<file path="src/rtl/gwm_pkg.sv">
// Package for the glob wildcard matcher: item codes, element kinds and
// pattern character constants. No dependencies.
package gwm_pkg;

    // Item function codes
    typedef enum logic [1:0] {
        FUNC_CLEAR  = 2'd0,
        FUNC_APPEND = 2'd1,
        FUNC_BEGIN  = 2'd2,
        FUNC_TEXT   = 2'd3
    } func_t;

    // Stored pattern element kinds
    typedef enum logic [1:0] {
        KIND_LITERAL = 2'd0,
        KIND_ANY     = 2'd1,
        KIND_STAR    = 2'd2
    } kind_t;

    localparam logic [7:0] CH_ANY    = 8'h3F;  // '?'
    localparam logic [7:0] CH_STAR   = 8'h2A;  // '*'
    localparam logic [7:0] CH_ESCAPE = 8'h5C;  // backslash

endpackage

</file>
<file path="src/rtl/glob_wildcard_matcher.sv">
// Glob wildcard matcher top level: element store, NFA position vector and
// result register. Depends on gwm_pkg and gwm_closure.
//
// Matches a byte stream against a whole-string glob pattern. Load the pattern
// with append beats ('?' any byte, '*' any run, backslash makes the next byte
// literal), start a text with a begin beat, then send text bytes. Every input
// beat returns one result beat: matched is 1 when the text since the last
// begin matches the entire pattern, overflow is 1 when the pattern outgrew
// MAX_ELEMENTS since the last clear (matched is then forced to 0, as it is
// while a trailing backslash is pending). One beat is taken per cycle while
// the result slot is empty or being drained, and its result is registered
// for the next cycle. The position vector's star closure runs through a
// log-depth prefix network of $clog2(MAX_ELEMENTS+1) levels. The result
// register decouples the sides, so a stalled result blocks new beats.
module glob_wildcard_matcher
    import gwm_pkg::*;
#(
    parameter int MAX_ELEMENTS = 32
) (
    input  logic       clk,
    input  logic       rst_n,
    input  logic       in_valid,
    output logic       in_ready,
    input  logic [1:0] func,
    input  logic [7:0] byte_value,
    output logic       out_valid,
    input  logic       out_ready,
    output logic       matched,
    output logic       overflow
);

    localparam int CNT_W = $clog2(MAX_ELEMENTS + 1);
    localparam int IDX_W = (MAX_ELEMENTS > 1) ? $clog2(MAX_ELEMENTS) : 1;

    // Element store: written at the fill pointer, each entry read by its own lane
    kind_t                  kind_reg [MAX_ELEMENTS];
    logic [7:0]             byte_reg [MAX_ELEMENTS];

    logic [CNT_W-1:0]       count_reg, count_next;
    logic                   esc_reg, esc_next;
    logic                   ovf_reg, ovf_next;
    logic [MAX_ELEMENTS:0]  act_reg, act_next;

    logic                   out_valid_reg, out_valid_next;
    logic                   matched_reg, matched_next;
    logic                   overflow_reg;

    logic                   in_fire;
    logic                   wr_en;
    kind_t                  wr_kind;
    logic [7:0]             wr_byte;
    logic [IDX_W-1:0]       wr_idx;

    logic [MAX_ELEMENTS-1:0] elem_en;
    logic [MAX_ELEMENTS-1:0] star_mask;
    logic [MAX_ELEMENTS:0]   step_vec;
    logic [MAX_ELEMENTS:0]   closure_in;
    logic [MAX_ELEMENTS:0]   closure_out;

    // Accept a beat whenever the result slot is free or drains this cycle
    assign in_ready = !out_valid_reg || out_ready;
    assign in_fire  = in_valid && in_ready;
    assign wr_idx   = count_reg[IDX_W-1:0];

    // Per-element lanes: live flag, star flag and one-byte NFA step
    always_comb
    begin
        step_vec = '0;
        for (int i = 0; i < MAX_ELEMENTS; i++)
        begin
            elem_en[i]   = (CNT_W'(i) < count_reg);
            star_mask[i] = elem_en[i] && (kind_reg[i] == KIND_STAR);
            if (elem_en[i] && act_reg[i])
            begin
                if (kind_reg[i] == KIND_STAR)
                    step_vec[i] = 1'b1;
                if ((kind_reg[i] == KIND_ANY)
                    || ((kind_reg[i] == KIND_LITERAL) && (byte_reg[i] == byte_value)))
                    step_vec[i+1] = 1'b1;
            end
        end
    end

    // Begin seeds position zero; a text byte feeds the stepped vector
    assign closure_in = (func_t'(func) == FUNC_BEGIN)
                      ? (MAX_ELEMENTS+1)'(1) : step_vec;

    gwm_closure #(
        .NUM_ELEM (MAX_ELEMENTS)
    ) u_closure (
        .vec_in    (closure_in),
        .star_mask (star_mask),
        .vec_out   (closure_out)
    );

    // Next state for the accepted beat
    always_comb
    begin
        count_next = count_reg;
        esc_next   = esc_reg;
        ovf_next   = ovf_reg;
        act_next   = act_reg;
        wr_en      = 1'b0;
        wr_kind    = KIND_LITERAL;
        wr_byte    = byte_value;

        if (in_fire)
        begin
            unique case (func_t'(func))
                FUNC_CLEAR:
                begin
                    count_next = '0;
                    esc_next   = 1'b0;
                    ovf_next   = 1'b0;
                    act_next   = '0;
                end
                FUNC_APPEND:
                begin
                    priority if (esc_reg)
                    begin
                        esc_next = 1'b0;
                        wr_en    = 1'b1;
                        wr_kind  = KIND_LITERAL;
                    end
                    else if (byte_value == CH_ESCAPE)
                    begin
                        esc_next = 1'b1;
                    end
                    else if (byte_value == CH_ANY)
                    begin
                        wr_en   = 1'b1;
                        wr_kind = KIND_ANY;
                    end
                    else if (byte_value == CH_STAR)
                    begin
                        wr_en   = 1'b1;
                        wr_kind = KIND_STAR;
                    end
                    else
                    begin
                        wr_en   = 1'b1;
                        wr_kind = KIND_LITERAL;
                    end
                    // Drop an element that does not fit and flag it
                    if (wr_en && (count_reg >= CNT_W'(MAX_ELEMENTS)))
                    begin
                        wr_en    = 1'b0;
                        ovf_next = 1'b1;
                    end
                    if (wr_en)
                        count_next = count_reg + CNT_W'(1);
                end
                FUNC_BEGIN:
                begin
                    act_next = closure_out;
                end
                FUNC_TEXT:
                begin
                    act_next = closure_out;
                end
                default:
                begin
                    act_next = act_reg;
                end
            endcase
        end
    end

    // Result of the beat, taken from the state it leaves behind
    assign matched_next   = act_next[count_next] && !esc_next && !ovf_next;
    assign out_valid_next = in_fire || (out_valid_reg && !out_ready);

    always_ff @(posedge clk or negedge rst_n)
    begin
        if (!rst_n)
        begin
            count_reg     <= '0;
            esc_reg       <= 1'b0;
            ovf_reg       <= 1'b0;
            act_reg       <= '0;
            out_valid_reg <= 1'b0;
        end
        else
        begin
            count_reg     <= count_next;
            esc_reg       <= esc_next;
            ovf_reg       <= ovf_next;
            act_reg       <= act_next;
            out_valid_reg <= out_valid_next;
        end
    end

    // Payload registers: store entries and result fields
    always_ff @(posedge clk)
    begin
        if (wr_en)
        begin
            kind_reg[wr_idx] <= wr_kind;
            byte_reg[wr_idx] <= wr_byte;
        end
        if (in_fire)
        begin
            matched_reg  <= matched_next;
            overflow_reg <= ovf_next;
        end
    end

    assign out_valid = out_valid_reg;
    assign matched   = matched_reg;
    assign overflow  = overflow_reg;

endmodule

</file>
<file path="src/rtl/gwm_closure.sv">
// Star-closure network: log-depth parallel-prefix propagation of active
// positions across runs of star elements. Depends on nothing.
module gwm_closure #(
    parameter int NUM_ELEM = 32
) (
    input  logic [NUM_ELEM:0]   vec_in,
    input  logic [NUM_ELEM-1:0] star_mask,
    output logic [NUM_ELEM:0]   vec_out
);

    localparam int NUM_POS = NUM_ELEM + 1;
    localparam int LEVELS  = $clog2(NUM_POS);

    // Position i is reached from i-1 when element i-1 is a star.
    logic [NUM_POS-1:0] gen_lvl  [LEVELS+1];
    logic [NUM_POS-1:0] prop_lvl [LEVELS+1];

    assign gen_lvl[0]  = vec_in;
    assign prop_lvl[0] = {star_mask, 1'b0};

    for (genvar l = 0; l < LEVELS; l++) begin : g_level
        localparam int DIST = 1 << l;
        for (genvar i = 0; i < NUM_POS; i++) begin : g_pos
            if (i >= DIST) begin : g_comb
                assign gen_lvl[l+1][i]  = gen_lvl[l][i]
                                        | (prop_lvl[l][i] & gen_lvl[l][i-DIST]);
                assign prop_lvl[l+1][i] = prop_lvl[l][i] & prop_lvl[l][i-DIST];
            end
            else begin : g_pass
                assign gen_lvl[l+1][i]  = gen_lvl[l][i];
                assign prop_lvl[l+1][i] = prop_lvl[l][i];
            end
        end
    end

    assign vec_out = gen_lvl[LEVELS];

endmodule

</file>
<file path="config.mk">
export PLATFORM = sky130hd
export DESIGN_NAME = glob_wildcard_matcher
export DESIGN_NICKNAME = d
export VERILOG_FILES = /design/src/rtl/gwm_pkg.sv /design/src/rtl/glob_wildcard_matcher.sv /design/src/rtl/gwm_closure.sv
export SDC_FILE = /design/constraint.sdc
export NUM_CORES = 1
export LEC_CHECK = 0
export ABC_AREA = 1
export BUFFER_PORTS_ARGS = -buffer_cell sky130_fd_sc_hd__buf_4
export CORE_ASPECT_RATIO = 0.5
export CORE_MARGIN = 3
export CORE_UTILIZATION = 25
export CTS_CLUSTER_DIAMETER = 120
export DETAILED_ROUTE_END_ITERATION = 8
export SETUP_SLACK_MARGIN = 0.2
export SLEW_MARGIN = 20
export SYNTH_ARGS = -nofsm -noshare
export SYNTH_HDL_FRONTEND = slang
export SYNTH_SLANG_ARGS = --single-unit
</file>
<file path="constraint.sdc">
create_clock -name clk -period 3.65 [get_ports clk]
set_clock_uncertainty 0.1 [all_clocks]
set_input_delay 0.365 -clock clk [delete_from_list [all_inputs] [get_ports clk]]
set_output_delay 0.365 -clock clk [all_outputs]
set_load 0.005 [all_outputs]
</file>
==> results.cfg <==
[outcome]
status = completed

[pwr]
static-leakage-power_nw = 8.59
combinationalPowerShare_pct = 11.4
p_int_mw = 7.35
ir_drop_mv = 0.307
power_switching_mw = 2.44
swShare_pct = 24.9
powerDensity_nw_per_um2 = 442
power_frac_seq_pct = 47.0
finalPower_mw = 9.79
clkPwrFrac_pct = 41.6

[die]
die_w_um = 394
rows = 70
ios = 18
die_area_um2 = 79000
die_h_um = 200
initial_core_util_pct = 25.5
fp.coreArea_um2 = 73800

[logic_synthesis]
synth_area_leaders = edfxtp_1 51%, nand2_1 13%, xnor2_1 7.8%
syn_area_um2 = 18900
syn_inst = 2073
synth-edff-count = 322
yosysMostFrequentCell = nand2_1
ys_seq_area_share_pct = 56.8
syn_area_per_cell_um2 = 9.10
synth_top_area_share_pct = 51.3
ys_dominant_reg_cell = edfxtp_1
ys_ff_latch = 364
yosys_warnings = 0
yosysTopAreaCell = edfxtp_1
synthesis.nets = 2092
synthTopCellsByCount = 648 x nand2_1, 322 x edfxtp_1, 230 x inv_1
synthDistinctLibCells = 48
async_flop_share_pct = 11.5

[global_route]
grt_pass1_wl_mm = 77.1
grt_pass1_vias = 13500
track_usage_pct = 12.2
globalRouteOverflowTotal = 0
antenna_found_initial = 0
grt_max_degree = 60

[final_layout]
syn2layout_area_growth_pct = 17.5
regArea_um2 = 10700
n_antenna_cell = 0
nFillCells = 7637
drive_gt1_share_pct = 13.5
nets = 2187
largest_reg_flops = 256
fin_util_pct = 30.0
multi_input_area_um2 = 7020

[detailed_routing]
routed_wl_mm = 48.7
post_drt_wl_per_cell_um = 15.2
drc = 0
dr.pass1.iters = 5
ant_nets = 0
vias = 13800
drt_iter0_markers = 1044
vias_per_cell = 4.31

[setup_path]
start_kind = flip-flop
cpMaxStageDelayCell = dfrtp_1
path_cells = inv_1 -> ha_4 -> inv_1 -> o21ai_2 -> inv_1 -> nand2_2 -> inv_1 -> nand2_1 -> nand2_1 -> nand2_1 -> nand2_1 -> nand2_1 -> nand2_1 -> nand2_1 -> nand2_1 -> a22oi_1 -> nand3_1 -> nand2_1 -> nand2_1 -> nand2_1 -> nand3_1 -> nand3_1 -> a21oi_1
arrival_ns = 3.37
path_class = reg -> reg
reg2reg_depth = 23
cp-end-kind = flip-flop
slowest_delay_ns = 0.47
path_max_fanout = 8
cp_common_cell = nand2_1
critPathRequiredTime_ns = 3.85

[sta]
finalHoldViolCount = 0
fin_setup_tns_ns = 0
period_share_pct = 86.9
finalSetupViolCount = 0
relSlewSlack_pct = 59.8
whs_ns = 0.114
rsz0062_at_grt = no
slew_viol_final = 0
fin_ws_ns = 0.478
tightest_slew_ns = 0.603
final.min_clock_period_ns = 3.17
fmax_mhz = 315

[clock_network]
clockBufferDepth = 3
cts_tree = built
ctsRootBufferMaster = clkbuf_16
htreeDepth = 2
cts_num_sinks = 364
clk_latency_ns = 0.54
cts_buffers = 40
path_clk_slew_ns = 0.07

[place]
place_ws_ns = 0.110
port_buffers = 17
gp_congestion = 0.951
post-dp-hpwl_mm = 35.1

[hold_path]
worstHoldPathCells = 1
hold_class = in -> reg

[run]
maxCapViolations = 0
metrics by stage:
step                cells  cell area [µm²]
global placement     3119            20600
detailed placement   3119            20600
finish               3207            22200
floorplan            2073            18900
CTS                  3195            22000
global route         3207            22200
power by group through the flow:
stage / logic [mW] / clock network (mW) / registers, mW
5_1_grt: 1.23 / 4.33 / 4.60
3_5_place_dp: 1.01 / 0 / 4.69
4_1_cts: 1.02 / 4.16 / 4.60
3_3_place_gp: 1.00 / 0 / 4.69
6_report: 1.12 / 4.08 / 4.60
2_1_floorplan: 0.650 / 0 / 4.68
layout by cell type (no fill, tap or decap), types with 4 or more instances in the layout:
cell type	n
o21ai_0	19
or2_2	58
inv_6	4
clkbuf_16	41
nand4_1	18
clkbuf_1	8
nand3_1	144
nor3b_1	6
buf_4	95
inv_1	228
nor2_2	14
nor3_2	5
a22oi_1	4
nor4_1	4
clkinv_2	4
buf_12	8
nor3_1	25
o21ai_2	5
inv_2	18
nand2_1	642
clkinv_1	8
o21ai_1	10
edfxtp_1	322
xnor2_1	168
bufinv_16	4
nand2_2	10
a21oi_1	25
dfrtp_1	38
nor2_1	206
dfrtp_2	4
nand3b_1	5
critical path: cells and delay by family, from the launching register on:
family | cells | cell delay (ns)
AO/OA/AOI/OAI | 3 | 0.51
adder cells (fa/ha/maj) | 1 | 0.25
buffers and inverters | 4 | 0.45
flip-flops | 1 | 0.47
AND/OR/NAND/NOR | 15 | 1.13
worst paths after layout:
path | slack (ns) | from | end
setup / recovery | 0.48 | count_reg[0] | matched
min in group asynchronous | 0.28 | rst_n | act_reg[21]
max in group asynchronous | 2.73 | rst_n | count_reg[2]
hold / removal | 0.11 | byte_value[0] | byte_reg[9][0]
setup reg to reg | 0.48 | count_reg[0] | matched
hold reg to reg | 0.42 | act_reg[29] | act_reg[29]
what timing repair did:
item                                    in CTS  in global routing
buffers inserted                             0                 12
endpoints found under the hold margin       43                  0
gates resized for setup                      1                 25
endpoints found under the setup margin       1                  1
pin swaps                                    0                  1
hold buffers                                 3                  0
logic make-up after synthesis:
group / count (synthesis) / synth area share (%)
fa+ha+maj: 5 / 0.332
compound gates: 80 / 2.48
buf+inv: 304 / 6.38
xor+xnor: 168 / 7.80
flops: 364 / 56.8
simple gates: 1152 / 26.2
cell type report:
cell class,instances,share of cell area (%)
clock inverters,22,1.02
multi-input cells,1405,31.7
repair buffers,107,4.10
inverters,250,4.27
well taps,1008,5.69
flip-flops and latches,364,48.4
clock buffers,51,4.89
layer usage:
layer / track usage [%] / up-vias / part of all wire, %
met1: 16.2 / 6532 / 44
met2: 20.1 / 362 / 46
met3: 1.51 / 105 / 5.5
met4: 4.93 / 0 / 4.1
met5: 0 / - / 0
li1: - / 6835 / -
No activity file was read; power rests on OpenSTA's default activity.
